--- config.mk ---
export PLATFORM = sky130hd
export DESIGN_NAME = button_menu_controller_top
export DESIGN_NICKNAME = d
export VERILOG_FILES = /design/src/rtl/core/bmc_pkg.sv /design/src/rtl/core/bmc_debounce.sv /design/src/rtl/core/bmc_menu.sv /design/src/rtl/core/bmc_cfg.sv /design/src/rtl/core/button_menu_controller_top.sv
export SDC_FILE = /design/constraint.sdc
export NUM_CORES = 1
export LEC_CHECK = 0
export BUFFER_PORTS_ARGS = -buffer_cell sky130_fd_sc_hd__buf_2
export CAP_MARGIN = 20
export CORE_ASPECT_RATIO = 2
export CORE_MARGIN = 3
export CORE_UTILIZATION = 40
export CTS_CLUSTER_DIAMETER = 100
export CTS_CLUSTER_SIZE = 25
export DETAILED_ROUTE_END_ITERATION = 8
export MAX_ROUTING_LAYER = met4
export PLACE_DENSITY = 0.56
export RECOVER_POWER = 25
export SLEW_MARGIN = 20
export SYNTH_ARGS = -nofsm -noshare
export SYNTH_HDL_FRONTEND = slang
export SYNTH_SLANG_ARGS = --single-unit
--- constraint.sdc ---
create_clock -name clk_i -period 10.17 [get_ports clk_i]
set_clock_uncertainty 0.1 [all_clocks]
set_input_delay 3.051 -clock clk_i [delete_from_list [all_inputs] [get_ports clk_i]]
set_output_delay 3.051 -clock clk_i [all_outputs]
set_load 0.1 [all_outputs]
--- src/rtl/core/bmc_pkg.sv ---
// bmc_pkg: shared types, constants and duty helpers for the button menu controller
// no dependencies
package bmc_pkg;

  localparam int unsigned AddrW = 4;
  localparam int unsigned DataW = 32;

  localparam logic [2:0] PageLast = 3'd5;
  localparam logic [2:0] PageMode = 3'd1;
  localparam logic [2:0] PagePump = 3'd2;
  localparam logic [2:0] PageRoof = 3'd3;
  localparam logic [2:0] PagePumpDuty = 3'd4;
  localparam logic [2:0] PageRoofDuty = 3'd5;

  localparam logic [6:0] DutyMax = 7'd100;

  localparam logic [15:0] DebounceRst = 16'd20;
  localparam logic [15:0] HoldRst = 16'd500;
  localparam logic [6:0] DutyStepRst = 7'd10;

  typedef enum logic [1:0] {
    REG_DEBOUNCE = 2'd0,
    REG_HOLD     = 2'd1,
    REG_STEP     = 2'd2,
    REG_NONE     = 2'd3
  } reg_e;

  typedef enum logic [1:0] {
    ROOF_STOP = 2'd0,
    ROOF_FWD  = 2'd1,
    ROOF_BACK = 2'd2
  } roof_e;

  typedef struct packed {
    logic [15:0] debounce_ms;
    logic [15:0] hold_ms;
    logic [6:0]  duty_step;
  } cfg_t;

  typedef struct packed {
    logic [2:0] page;
    logic       auto_mode;
    logic       pump_on;
    roof_e      roof;
    logic [6:0] pump_duty;
    logic [6:0] roof_duty;
    logic       changed;
  } res_t;

  function automatic logic [6:0] duty_up(input logic [6:0] duty, input logic [6:0] step);
    logic [7:0] sum;
    sum = {1'b0, duty} + {1'b0, step};
    if (sum > {1'b0, DutyMax}) begin
      return DutyMax;
    end
    return sum[6:0];
  endfunction

  function automatic logic [6:0] duty_down(input logic [6:0] duty, input logic [6:0] step);
    if (duty > step) begin
      return duty - step;
    end
    return 7'd0;
  endfunction

endpackage

--- src/rtl/core/bmc_debounce.sv ---
// bmc_debounce: one button debouncer with press time stamp and held flag
// depends on bmc_pkg
module bmc_debounce (
  input  logic          clk_i,
  input  logic          rst_ni,
  input  logic          upd_i,
  input  logic          eval_i,
  input  logic          level_i,
  input  logic [31:0]   now_i,
  input  bmc_pkg::cfg_t cfg_i,
  output logic          fire_o
);

  logic [31:0] press_time_q, press_time_d;
  logic        held_q, held_d;
  logic [31:0] since;
  logic        long_enough;

  assign since = now_i - press_time_q;
  assign long_enough = since >= {16'd0, cfg_i.debounce_ms};
  assign fire_o = eval_i && !level_i && !held_q && long_enough;

  always_comb begin
    press_time_d = press_time_q;
    held_d = held_q;
    if (upd_i && eval_i) begin
      if (level_i) begin
        held_d = 1'b0;
      end else if (!held_q) begin
        if (long_enough) begin
          held_d = 1'b1;
          press_time_d = now_i;
        end
      end else if (since > {16'd0, cfg_i.hold_ms}) begin
        held_d = 1'b0;
      end
    end
  end

  always_ff @(posedge clk_i or negedge rst_ni) begin
    if (!rst_ni) begin
      press_time_q <= 32'd0;
      held_q <= 1'b0;
    end else begin
      press_time_q <= press_time_d;
      held_q <= held_d;
    end
  end

endmodule

--- src/rtl/core/bmc_menu.sv ---
// bmc_menu: page, mode and actuator settings, updated from debounced presses
// depends on bmc_pkg
module bmc_menu (
  input  logic          clk_i,
  input  logic          rst_ni,
  input  logic          upd_i,
  input  logic          fire_next_i,
  input  logic          fire_up_i,
  input  logic          fire_down_i,
  input  logic [6:0]    duty_step_i,
  output logic          eval_ud_o,
  output bmc_pkg::res_t res_o
);

  logic [2:0]     page_q, page_d;
  logic           mode_q, mode_d;
  logic           pump_q, pump_d;
  bmc_pkg::roof_e roof_q, roof_d;
  logic [6:0]     pduty_q, pduty_d;
  logic [6:0]     rduty_q, rduty_d;
  logic [6:0]     tmp;
  logic           chg;
  logic [2:0]     page_nxt;

  assign page_nxt = !fire_next_i ? page_q
                  : (page_q >= bmc_pkg::PageLast) ? 3'd0 : page_q + 3'd1;

  assign eval_ud_o = (page_nxt == bmc_pkg::PageMode)
                  || (!mode_q && page_nxt >= bmc_pkg::PagePump
                      && page_nxt <= bmc_pkg::PageLast);

  always_comb begin
    page_d = page_nxt;
    mode_d = mode_q;
    pump_d = pump_q;
    roof_d = roof_q;
    pduty_d = pduty_q;
    rduty_d = rduty_q;
    tmp = 7'd0;
    chg = fire_next_i;
    if (page_d == bmc_pkg::PageMode) begin
      if (fire_up_i && !mode_d) begin
        mode_d = 1'b1;
        chg = 1'b1;
      end
      if (fire_down_i && mode_d) begin
        mode_d = 1'b0;
        chg = 1'b1;
      end
    end else if (!mode_q) begin
      unique case (page_d)
        bmc_pkg::PagePump: begin
          if (fire_up_i && !pump_d) begin
            pump_d = 1'b1;
            chg = 1'b1;
          end
          if (fire_down_i && pump_d) begin
            pump_d = 1'b0;
            chg = 1'b1;
          end
        end
        bmc_pkg::PageRoof: begin
          if (fire_up_i && roof_d != bmc_pkg::ROOF_FWD) begin
            roof_d = bmc_pkg::ROOF_FWD;
            chg = 1'b1;
          end
          if (fire_down_i) begin
            roof_d = (roof_d == bmc_pkg::ROOF_BACK) ? bmc_pkg::ROOF_STOP : bmc_pkg::ROOF_BACK;
            chg = 1'b1;
          end
        end
        bmc_pkg::PagePumpDuty: begin
          if (fire_up_i) begin
            tmp = bmc_pkg::duty_up(pduty_d, duty_step_i);
            chg = chg | (tmp != pduty_d);
            pduty_d = tmp;
          end
          if (fire_down_i) begin
            tmp = bmc_pkg::duty_down(pduty_d, duty_step_i);
            chg = chg | (tmp != pduty_d);
            pduty_d = tmp;
          end
        end
        bmc_pkg::PageRoofDuty: begin
          if (fire_up_i) begin
            tmp = bmc_pkg::duty_up(rduty_d, duty_step_i);
            chg = chg | (tmp != rduty_d);
            rduty_d = tmp;
          end
          if (fire_down_i) begin
            tmp = bmc_pkg::duty_down(rduty_d, duty_step_i);
            chg = chg | (tmp != rduty_d);
            rduty_d = tmp;
          end
        end
        default: begin
        end
      endcase
    end
    res_o.page = page_d;
    res_o.auto_mode = mode_d;
    res_o.pump_on = pump_d;
    res_o.roof = roof_d;
    res_o.pump_duty = pduty_d;
    res_o.roof_duty = rduty_d;
    res_o.changed = chg;
  end

  always_ff @(posedge clk_i or negedge rst_ni) begin
    if (!rst_ni) begin
      page_q <= 3'd0;
      mode_q <= 1'b0;
      pump_q <= 1'b0;
      roof_q <= bmc_pkg::ROOF_STOP;
      pduty_q <= 7'd0;
      rduty_q <= 7'd0;
    end else if (upd_i) begin
      page_q <= page_d;
      mode_q <= mode_d;
      pump_q <= pump_d;
      roof_q <= roof_d;
      pduty_q <= pduty_d;
      rduty_q <= rduty_d;
    end
  end

`ifndef SYNTHESIS
  a_page_range: assert property (@(posedge clk_i) disable iff (!rst_ni)
    page_q <= bmc_pkg::PageLast) else $error("page out of range");
  a_duty_range: assert property (@(posedge clk_i) disable iff (!rst_ni)
    pduty_q <= bmc_pkg::DutyMax && rduty_q <= bmc_pkg::DutyMax) else $error("duty above limit");
  a_hold_idle: assert property (@(posedge clk_i) disable iff (!rst_ni)
    !upd_i |=> $stable(page_q) && $stable(mode_q) && $stable(pduty_q))
    else $error("settings moved without a request");
`endif

endmodule

--- src/rtl/core/bmc_cfg.sv ---
// bmc_cfg: APB-style configuration registers (debounce, hold, duty step)
// depends on bmc_pkg
module bmc_cfg (
  input  logic                       clk_i,
  input  logic                       rst_ni,
  input  logic                       psel,
  input  logic                       penable,
  input  logic                       pwrite,
  input  logic [bmc_pkg::AddrW-1:0]  paddr,
  input  logic [bmc_pkg::DataW-1:0]  pwdata,
  output logic [bmc_pkg::DataW-1:0]  prdata,
  output logic                       pready,
  output bmc_pkg::cfg_t              cfg_o
);

  bmc_pkg::cfg_t cfg_q, cfg_d;
  bmc_pkg::reg_e sel;
  logic          wr;

  assign sel = bmc_pkg::reg_e'(paddr[3:2]);
  assign wr = psel && penable && pwrite;
  assign pready = 1'b1;
  assign cfg_o = cfg_q;

  always_comb begin
    cfg_d = cfg_q;
    prdata = '0;
    unique case (sel)
      bmc_pkg::REG_DEBOUNCE: begin
        prdata = {16'd0, cfg_q.debounce_ms};
        if (wr) begin
          cfg_d.debounce_ms = pwdata[15:0];
        end
      end
      bmc_pkg::REG_HOLD: begin
        prdata = {16'd0, cfg_q.hold_ms};
        if (wr) begin
          cfg_d.hold_ms = pwdata[15:0];
        end
      end
      bmc_pkg::REG_STEP: begin
        prdata = {25'd0, cfg_q.duty_step};
        if (wr) begin
          cfg_d.duty_step = pwdata[6:0];
        end
      end
      default: begin
      end
    endcase
  end

  always_ff @(posedge clk_i or negedge rst_ni) begin
    if (!rst_ni) begin
      cfg_q.debounce_ms <= bmc_pkg::DebounceRst;
      cfg_q.hold_ms <= bmc_pkg::HoldRst;
      cfg_q.duty_step <= bmc_pkg::DutyStepRst;
    end else begin
      cfg_q <= cfg_d;
    end
  end

endmodule

--- src/rtl/core/button_menu_controller_top.sv ---
// button_menu_controller_top: scan input register, debouncers, menu logic, result register
// depends on bmc_pkg, bmc_cfg, bmc_debounce, bmc_menu
//
// One scan (time stamp plus three active-low button levels) is taken per request and
// gives exactly one result. A scan is held in an input register, evaluated combinationally
// by the three debouncers and the menu logic, and its result is placed in an output
// register, which takes it only while the output is not stalled; a new scan is taken
// every cycle while results are being collected. The debounce, hold and duty step
// registers sit at byte addresses 0, 4 and 8 and should only be written while no scan
// is in flight.
module button_menu_controller_top (
  input  logic                      clk_i,
  input  logic                      rst_ni,
  input  logic                      in_valid_i,
  output logic                      in_ready_o,
  input  logic [31:0]               now_ms_i,
  input  logic                      next_level_i,
  input  logic                      up_level_i,
  input  logic                      down_level_i,
  output logic                      out_valid_o,
  input  logic                      out_ready_i,
  output logic [2:0]                page_now_o,
  output logic                      auto_mode_o,
  output logic                      pump_on_o,
  output logic [1:0]                roof_motion_o,
  output logic [6:0]                pump_duty_out_o,
  output logic [6:0]                roof_duty_out_o,
  output logic                      changed_o,
  input  logic                      psel,
  input  logic                      penable,
  input  logic                      pwrite,
  input  logic [bmc_pkg::AddrW-1:0] paddr,
  input  logic [bmc_pkg::DataW-1:0] pwdata,
  output logic [bmc_pkg::DataW-1:0] prdata,
  output logic                      pready
);

  bmc_pkg::cfg_t cfg;
  bmc_pkg::res_t res_next, res_q;

  logic        s1_valid_q;
  logic [31:0] now_q;
  logic        next_q, up_q, down_q;
  logic        out_valid_q;
  logic        adv;
  logic        eval_ud;
  logic        fire_next, fire_up, fire_down;

  assign adv = s1_valid_q && (!out_valid_q || out_ready_i);
  assign in_ready_o = !s1_valid_q || adv;

  bmc_cfg u_cfg (
    .clk_i   (clk_i),
    .rst_ni  (rst_ni),
    .psel    (psel),
    .penable (penable),
    .pwrite  (pwrite),
    .paddr   (paddr),
    .pwdata  (pwdata),
    .prdata  (prdata),
    .pready  (pready),
    .cfg_o   (cfg)
  );

  bmc_debounce u_db_next (
    .clk_i   (clk_i),
    .rst_ni  (rst_ni),
    .upd_i   (adv),
    .eval_i  (1'b1),
    .level_i (next_q),
    .now_i   (now_q),
    .cfg_i   (cfg),
    .fire_o  (fire_next)
  );

  bmc_debounce u_db_up (
    .clk_i   (clk_i),
    .rst_ni  (rst_ni),
    .upd_i   (adv),
    .eval_i  (eval_ud),
    .level_i (up_q),
    .now_i   (now_q),
    .cfg_i   (cfg),
    .fire_o  (fire_up)
  );

  bmc_debounce u_db_down (
    .clk_i   (clk_i),
    .rst_ni  (rst_ni),
    .upd_i   (adv),
    .eval_i  (eval_ud),
    .level_i (down_q),
    .now_i   (now_q),
    .cfg_i   (cfg),
    .fire_o  (fire_down)
  );

  bmc_menu u_menu (
    .clk_i       (clk_i),
    .rst_ni      (rst_ni),
    .upd_i       (adv),
    .fire_next_i (fire_next),
    .fire_up_i   (fire_up),
    .fire_down_i (fire_down),
    .duty_step_i (cfg.duty_step),
    .eval_ud_o   (eval_ud),
    .res_o       (res_next)
  );

  always_ff @(posedge clk_i or negedge rst_ni) begin
    if (!rst_ni) begin
      s1_valid_q <= 1'b0;
      out_valid_q <= 1'b0;
    end else begin
      if (in_valid_i && in_ready_o) begin
        s1_valid_q <= 1'b1;
      end else if (adv) begin
        s1_valid_q <= 1'b0;
      end
      if (adv) begin
        out_valid_q <= 1'b1;
      end else if (out_ready_i) begin
        out_valid_q <= 1'b0;
      end
    end
  end

  always_ff @(posedge clk_i) begin
    if (in_valid_i && in_ready_o) begin
      now_q <= now_ms_i;
      next_q <= next_level_i;
      up_q <= up_level_i;
      down_q <= down_level_i;
    end
    if (adv) begin
      res_q <= res_next;
    end
  end

  assign out_valid_o = out_valid_q;
  assign page_now_o = res_q.page;
  assign auto_mode_o = res_q.auto_mode;
  assign pump_on_o = res_q.pump_on;
  assign roof_motion_o = res_q.roof;
  assign pump_duty_out_o = res_q.pump_duty;
  assign roof_duty_out_o = res_q.roof_duty;
  assign changed_o = res_q.changed;

`ifndef SYNTHESIS
  a_scan_kept: assert property (@(posedge clk_i) disable iff (!rst_ni)
    s1_valid_q && !adv |=> s1_valid_q) else $error("scan dropped while stalled");
  a_result_kept: assert property (@(posedge clk_i) disable iff (!rst_ni)
    out_valid_q && !out_ready_i |=> out_valid_q) else $error("result dropped while stalled");
  a_page_out: assert property (@(posedge clk_i) disable iff (!rst_ni)
    out_valid_o |-> page_now_o <= bmc_pkg::PageLast) else $error("result page out of range");
  a_roof_code: assert property (@(posedge clk_i) disable iff (!rst_ni)
    out_valid_o |-> roof_motion_o != 2'd3) else $error("bad roof motion code");
`endif

endmodule
==> results.json, run 1 <==
{
  "ios": 135,
  "die_area_sq_um": 49200,
  "setup_tns_ns": 0,
  "ys_types": 80,
  "start_util": 0.405,
  "layout_commonest_cell": "ha_1",
  "dp_hpwl_um": 48100,
  "synthArstFlopShare": 0.739,
  "hold_path_class": "reg2reg",
  "crit_type": "reg2reg",
  "rows": 111,
  "yosys.area_share.adder": 0.155,
  "power.density_nw_per_um2": 359,
  "min_period_ns": 9.21,
  "vias": 15900,
  "routed_wl_um": 58400,
  "synth_top_family_by_area": "compound AO/OA/AOI/OAI gates",
  "hold_depth": 1,
  "drt_iter0_drc": 719,
  "crit_path_max_fanout": 12,
  "tritoncts": "done",
  "grt_setup_unrepaired": "no",
  "track_usage": 0.241,
  "cts_resized": 0,
  "reg2regPathDepth": 32,
  "clockBufferDepth": 3,
  "io_buffer_count": 99,
  "synthCells": 2149,
  "htreeDepth": 1,
  "wl_per_cell_um": 21.0,
  "vdd_drop_max_uv": 133,
  "grt_max_degree": 64,
  "gp_congestion": 0.925,
  "worstMarginPinSlew_ns": 3.51,
  "muxShareOfSynthArea": 0.0659,
  "grt_pass1_vias": 16200,
  "grt_first_pass_wirelength_um": 89500,
  "drive_gt1_frac": 0.103,
  "critPathMaxStageDelay_ns": 0.65,
  "violations": "max-capacitance violations, max-slew violations",
  "cp.arrival_ns": 9.34,
  "cts.sinks": 218,
  "ys_ff_latch": 218,
  "die_y_um": 311,
  "final_area_sq_um": 20000,
  "drv_cap": 3,
  "crit_top_cell": "a21o_1",
  "avgSynthCellArea_sq_um": 8.64,
  "ys_seq_area_frac": 0.310,
  "setup_viol": 0,
  "grt-ovfl-total": 0,
  "clockRootBuffer": "clkbuf_16",
  "cp_slowest_cell": "a221oi_1",
  "synth_compound_area_frac": 0.208,
  "clk_latency_ns": 0.51,
  "drt_first_pass_iters": 5,
  "hold_violations": 0,
  "regArea_sq_um": 5750,
  "syn-cell-area_sq_um": 18600,
  "num-nets-final": 2517,
  "yosys_most_used_dff": "dfrtp_1",
  "antenna_found_initial": 0,
  "path_clk_slew_ns": 0.10,
  "fillers": 4578,
  "yosys.area_share.simple": 0.154,
  "relSlewSlack": -1.34,
  "p_leak_nw": 9.15,
  "status": "finished, violations left",
  "slew_viol_final": 166,
  "multi_input_area_sq_um": 11700,
  "cts_buffers": 13,
  "via_per_inst": 5.70,
  "synth-xor-area-share": 0.0448,
  "synth_edf_count": 57,
  "coreArea_sq_um": 45800,
  "ant_nets": 0,
  "die_w_um": 158,
  "route.detailed.drc": 0,
  "dpl-instance-area_sq_um": 19600,
  "worst_setup_path_end_kind": "register",
  "clock.fmax_mhz": 109,
  "mostFrequentLayoutCells": "ha_1 (219), nand2_1 (200), o21ai_0 (197), inv_1 (194), a21oi_1 (165)",
  "cts_setup_buffers": 0,
  "start_kind": "register",
  "yosysWarnings": 0,
  "cts_hold_buf": 0,
  "utilization": 0.436,
  "min_period_over_period": 0.906,
  "worstPathRequired_ns": 10.30,
  "antenna_cells": 0,
  "syn2layout_area_growth_pct": 7.56
}
## cells by family after synthesis
group	after synthesis
fa+ha+maj	226
flops	218
buf+inv	283
other cells	2
compound gates	622
mux	114
simple gates	589
xor+xnor	95
## synthesized netlist by cell type, drive strengths merged (16+ instances only)
cell type    n  share of area
o21bai      19         0.0077
ha         219           0.15
edfxtp      57          0.092
xor2        37          0.017
o211ai      20         0.0081
mux2i       48          0.026
and2        21         0.0071
xnor2       58          0.027
a21o        76          0.031
dfrtp      151           0.20
nor3        35         0.0094
nand2b      26         0.0088
o21a        21         0.0085
mux2        66          0.040
nor2b       26         0.0088
inv        194          0.039
nor2       135          0.027
a21oi      165          0.044
o21ai      204          0.056
a31oi       16         0.0054
nand4       36          0.012
nand3       28         0.0075
clkbuf      59          0.012
nand2      200          0.040
buf         30          0.011
## layer usage
layer,vias to the layer above,routed length [um],track usage
met3,180,1330,0.0146
met1,7512,19200,0.213
met5,-,0,-
met2,369,32600,0.464
met4,0,5300,0.170
li1,7794,-,-
## final cells by class
class	instances	area share
flip-flops and latches	218	0.288
inverters	194	0.0365
clock buffers	18	0.0172
clock inverters	3	0.00200
multi-input cells	1663	0.588
repair buffers	123	0.0329
well taps	565	0.0354
## flip-flops by register name, indices dropped and copies added, names as in the netlist, 2 cells and up
name	cells
roof_motion_o	2
u_menu.pduty_q	7
u_menu.rduty_q	7
u_db_down.press_time_q	32
roof_duty_out_o	7
u_db_up.press_time_q	32
u_db_next.press_time_q	32
u_cfg.cfg_o	39
pump_duty_out_o	7
now_q	32
page_now_o	3
u_menu.roof_q	2
u_menu.page_q	3
## stage by stage
stage | instances | power [mW] | hold slack, ns | setup slack [ns]
finish | 2784 | 7.18 | 0.392 | 0.957
global route | 2784 | 7.79 | 0.423 | 0.471
CTS | 2784 | 7.18 | 0.395 | 0.941
detailed placement | 2763 | 6.57 | 0.370 | 0.974
global placement | 2763 | 6.46 | 0.361 | 0.996
floorplan | 2164 | 5.21 | 0.350 | 1.05
## worst max-delay path: cells and delay by family (launching register included)
family                   cells  cell delay [ns]
XOR/XNOR                     1             0.48
flip-flops                   1             0.62
buffers and inverters        3             0.52
AO/OA/AOI/OAI               17             4.45
adder cells (fa/ha/maj)      3             1.14
AND/OR/NAND/NOR              5             0.69
multiplexers                 3             0.91
## final timing paths
| path | startpoint | end | slack [ns] |
|---|---|---|---|
| setup / recovery | now_q[1]$_DFFE_PP_ | changed_o$_DFFE_PP_ | 0.96 |
| hold / removal | u_db_down.held_q$_DFFE_PN0P_ | u_db_down.held_q$_DFFE_PN0P_ | 0.39 |
| setup reg to reg | now_q[1]$_DFFE_PP_ | changed_o$_DFFE_PP_ | 0.96 |
| hold reg to reg | u_db_down.held_q$_DFFE_PN0P_ | u_db_down.held_q$_DFFE_PN0P_ | 0.39 |
| max in group asynchronous | rst_ni | u_menu.rduty_q[3]$_DFFE_PN0P_ | 2.53 |
| min in group asynchronous | rst_ni | u_db_down.press_time_q[5]$_DFFE_PN0P_ | 3.13 |
## report_power, final
| group | total, mW | switching, mW | internal, mW |
|---|---|---|---|
| Clock | 0.575 | 0.326 | 0.249 |
| Combinational | 5.21 | 3.23 | 1.98 |
| Sequential | 1.39 | 0.191 | 1.20 |
| Total | 7.18 | 3.75 | 3.43 |
No activity file was read; power rests on OpenSTA's default activity.
==> run 2: changes to the inputs <==
CORE_UTILIZATION = 50   (was 40)
PLACE_DENSITY = 0.67   (was 0.56)
==> run 2 against run 1 <==
  * The flow still finishes with violations (max-capacitance violations, max-slew violations)
  * Combinational power down 2%
  * Setup slack worse by 0.016 ns
  * Wire length down 4.7%
  * Clock power about the same
  * Sequential share of layout area up 0.17 points
  * Register-to-register slack worse by 0.02 ns
  * Largest cell class unchanged
==> results.json, run 2 (synthesis results as in run 1) <==
{
  "hold_path_class": "reg2reg",
  "antenna_cells": 0,
  "tritoncts": "done",
  "rows": 99,
  "num-nets-final": 2517,
  "setup_viol": 0,
  "grt-ovfl-total": 0,
  "drt_first_pass_iters": 5,
  "io_buffer_count": 99,
  "setup_ws_ns": 0.940,
  "cts.sinks": 218,
  "crit_path_max_fanout": 9,
  "syn2layout_area_growth_pct": 6.93,
  "regArea_sq_um": 5750,
  "min_period_ns": 9.23,
  "grt_max_degree": 103,
  "power.density_nw_per_um2": 356,
  "wl_per_cell_um": 20.8,
  "gp_congestion": 0.950,
  "die_w_um": 142,
  "dp_hpwl_um": 45200,
  "power_mw": 7.06,
  "die_area_sq_um": 39600,
  "htreeDepth": 1,
  "grt_pass1_vias": 16300,
  "route.detailed.drc": 0,
  "ios": 135,
  "mostFrequentLayoutCells": "ha_1 (219), nand2_1 (200), o21ai_0 (197), inv_1 (193), a21oi_1 (165)",
  "crit_top_cell": "a21o_1",
  "cts_buffers": 12,
  "start_util": 0.508,
  "place_ws_ns": 1.04,
  "status": "finished, violations left",
  "cts_setup_buffers": 0,
  "vdd_drop_max_uv": 145,
  "clock.fmax_mhz": 108,
  "relSlewSlack": -1.66,
  "cp.arrival_ns": 9.37,
  "ant_nets": 0,
  "multi_input_area_sq_um": 11700,
  "worstMarginPinSlew_ns": 4.00,
  "violations": "max-capacitance violations, max-slew violations",
  "grt_setup_unrepaired": "no",
  "cp_slowest_cell": "a221oi_1",
  "drive_gt1_frac": 0.106,
  "cts_hold_buf": 0,
  "instances_no_fill": 2673,
  "coreArea_sq_um": 36500,
  "critPathMaxStageDelay_ns": 0.73,
  "start_kind": "register",
  "track_usage": 0.285,
  "clk_latency_ns": 0.52,
  "setup_tns_ns": 0,
  "clockRootBuffer": "clkbuf_16",
  "worstPathRequired_ns": 10.31,
  "routed_wl_um": 55700,
  "fillers": 3443,
  "cts_resized": 0,
  "drv_cap": 2,
  "grt_first_pass_wirelength_um": 86400,
  "crit_type": "reg2reg",
  "min_period_over_period": 0.908,
  "die_y_um": 279,
  "slew_viol_final": 105,
  "vias": 16000,
  "largest_register_ffs": 39,
  "worst_setup_path_end_kind": "register",
  "drt_iter0_drc": 899,
  "p_leak_nw": 9.17,
  "hold_violations": 0,
  "clockBufferDepth": 3,
  "layout_commonest_cell": "ha_1",
  "antenna_found_initial": 0,
  "path_clk_slew_ns": 0.12,
  "dp_cells": 2652,
  "via_per_inst": 5.98
}
==> run 2: changes by cell type in the layout (fill, tap and decap cells not counted), sizes merged <==
| cell | change |
|---|---|
| clkbuf | -3 |
| buf | +6 |
| inv | -3 |
==> run 2: through the flow <==
step	instance area, sq um	utilization	hold slack (ns)
after floorplan	18600	-	0.350
after global placement	19500	0.533	0.363
after detailed placement	19500	0.533	0.378
after CTS	19900	0.544	0.403
after global routing	19900	0.543	0.425
final	19900	0.543	0.408
==> run 2: worst max-delay path: cells and delay by family, from the launching register on <==
| kind | cells | cell delay, ns |
|---|---|---|
| adder cells (fa/ha/maj) | 3 | 1.14 |
| multiplexers | 3 | 0.91 |
| buffers and inverters | 2 | 0.28 |
| AO/OA/AOI/OAI | 17 | 4.48 |
| AND/OR/NAND/NOR | 6 | 0.89 |
| XOR/XNOR | 1 | 0.54 |
| flip-flops | 1 | 0.62 |
==> run 2: per-layer routing <==
metal  share of wire  global-route usage
met1            0.33               0.256
met2            0.55               0.539
met3           0.026              0.0194
met4           0.097               0.215
met5               0                   -
==> run 2: report_power, final <==
group | internal (mW) | switching, mW | leakage, nW
sequential | 1.20 | 0.196 | 2.51
combinational | 1.96 | 3.12 | 6.48
clock | 0.262 | 0.314 | 0.186
==> run 2: path summary, 6_finish.rpt <==
path	start	end	slack [ns]	cells after the start
hold reg to reg	u_db_down.held_q$_DFFE_PN0P_	u_db_down.held_q$_DFFE_PN0P_	0.41	1
min in group asynchronous	rst_ni	u_cfg.cfg_o[29]$_DFFE_PN0P_	2.91	1
hold / removal	u_db_down.held_q$_DFFE_PN0P_	u_db_down.held_q$_DFFE_PN0P_	0.41	1
setup reg to reg	now_q[1]$_DFFE_PP_	changed_o$_DFFE_PP_	0.94	32
max in group asynchronous	rst_ni	u_menu.roof_q[1]$_DFFE_PN0P_	2.29	3
setup / recovery	now_q[1]$_DFFE_PP_	changed_o$_DFFE_PP_	0.94	32
==> run 2: layout make-up <==
| cell class | instances | area share |
|---|---|---|
| multi-input cells | 1663 | 0.592 |
| inverters | 194 | 0.0367 |
| repair buffers | 124 | 0.0340 |
| clock buffers | 20 | 0.0193 |
| well taps | 454 | 0.0286 |
| flip-flops and latches | 218 | 0.290 |
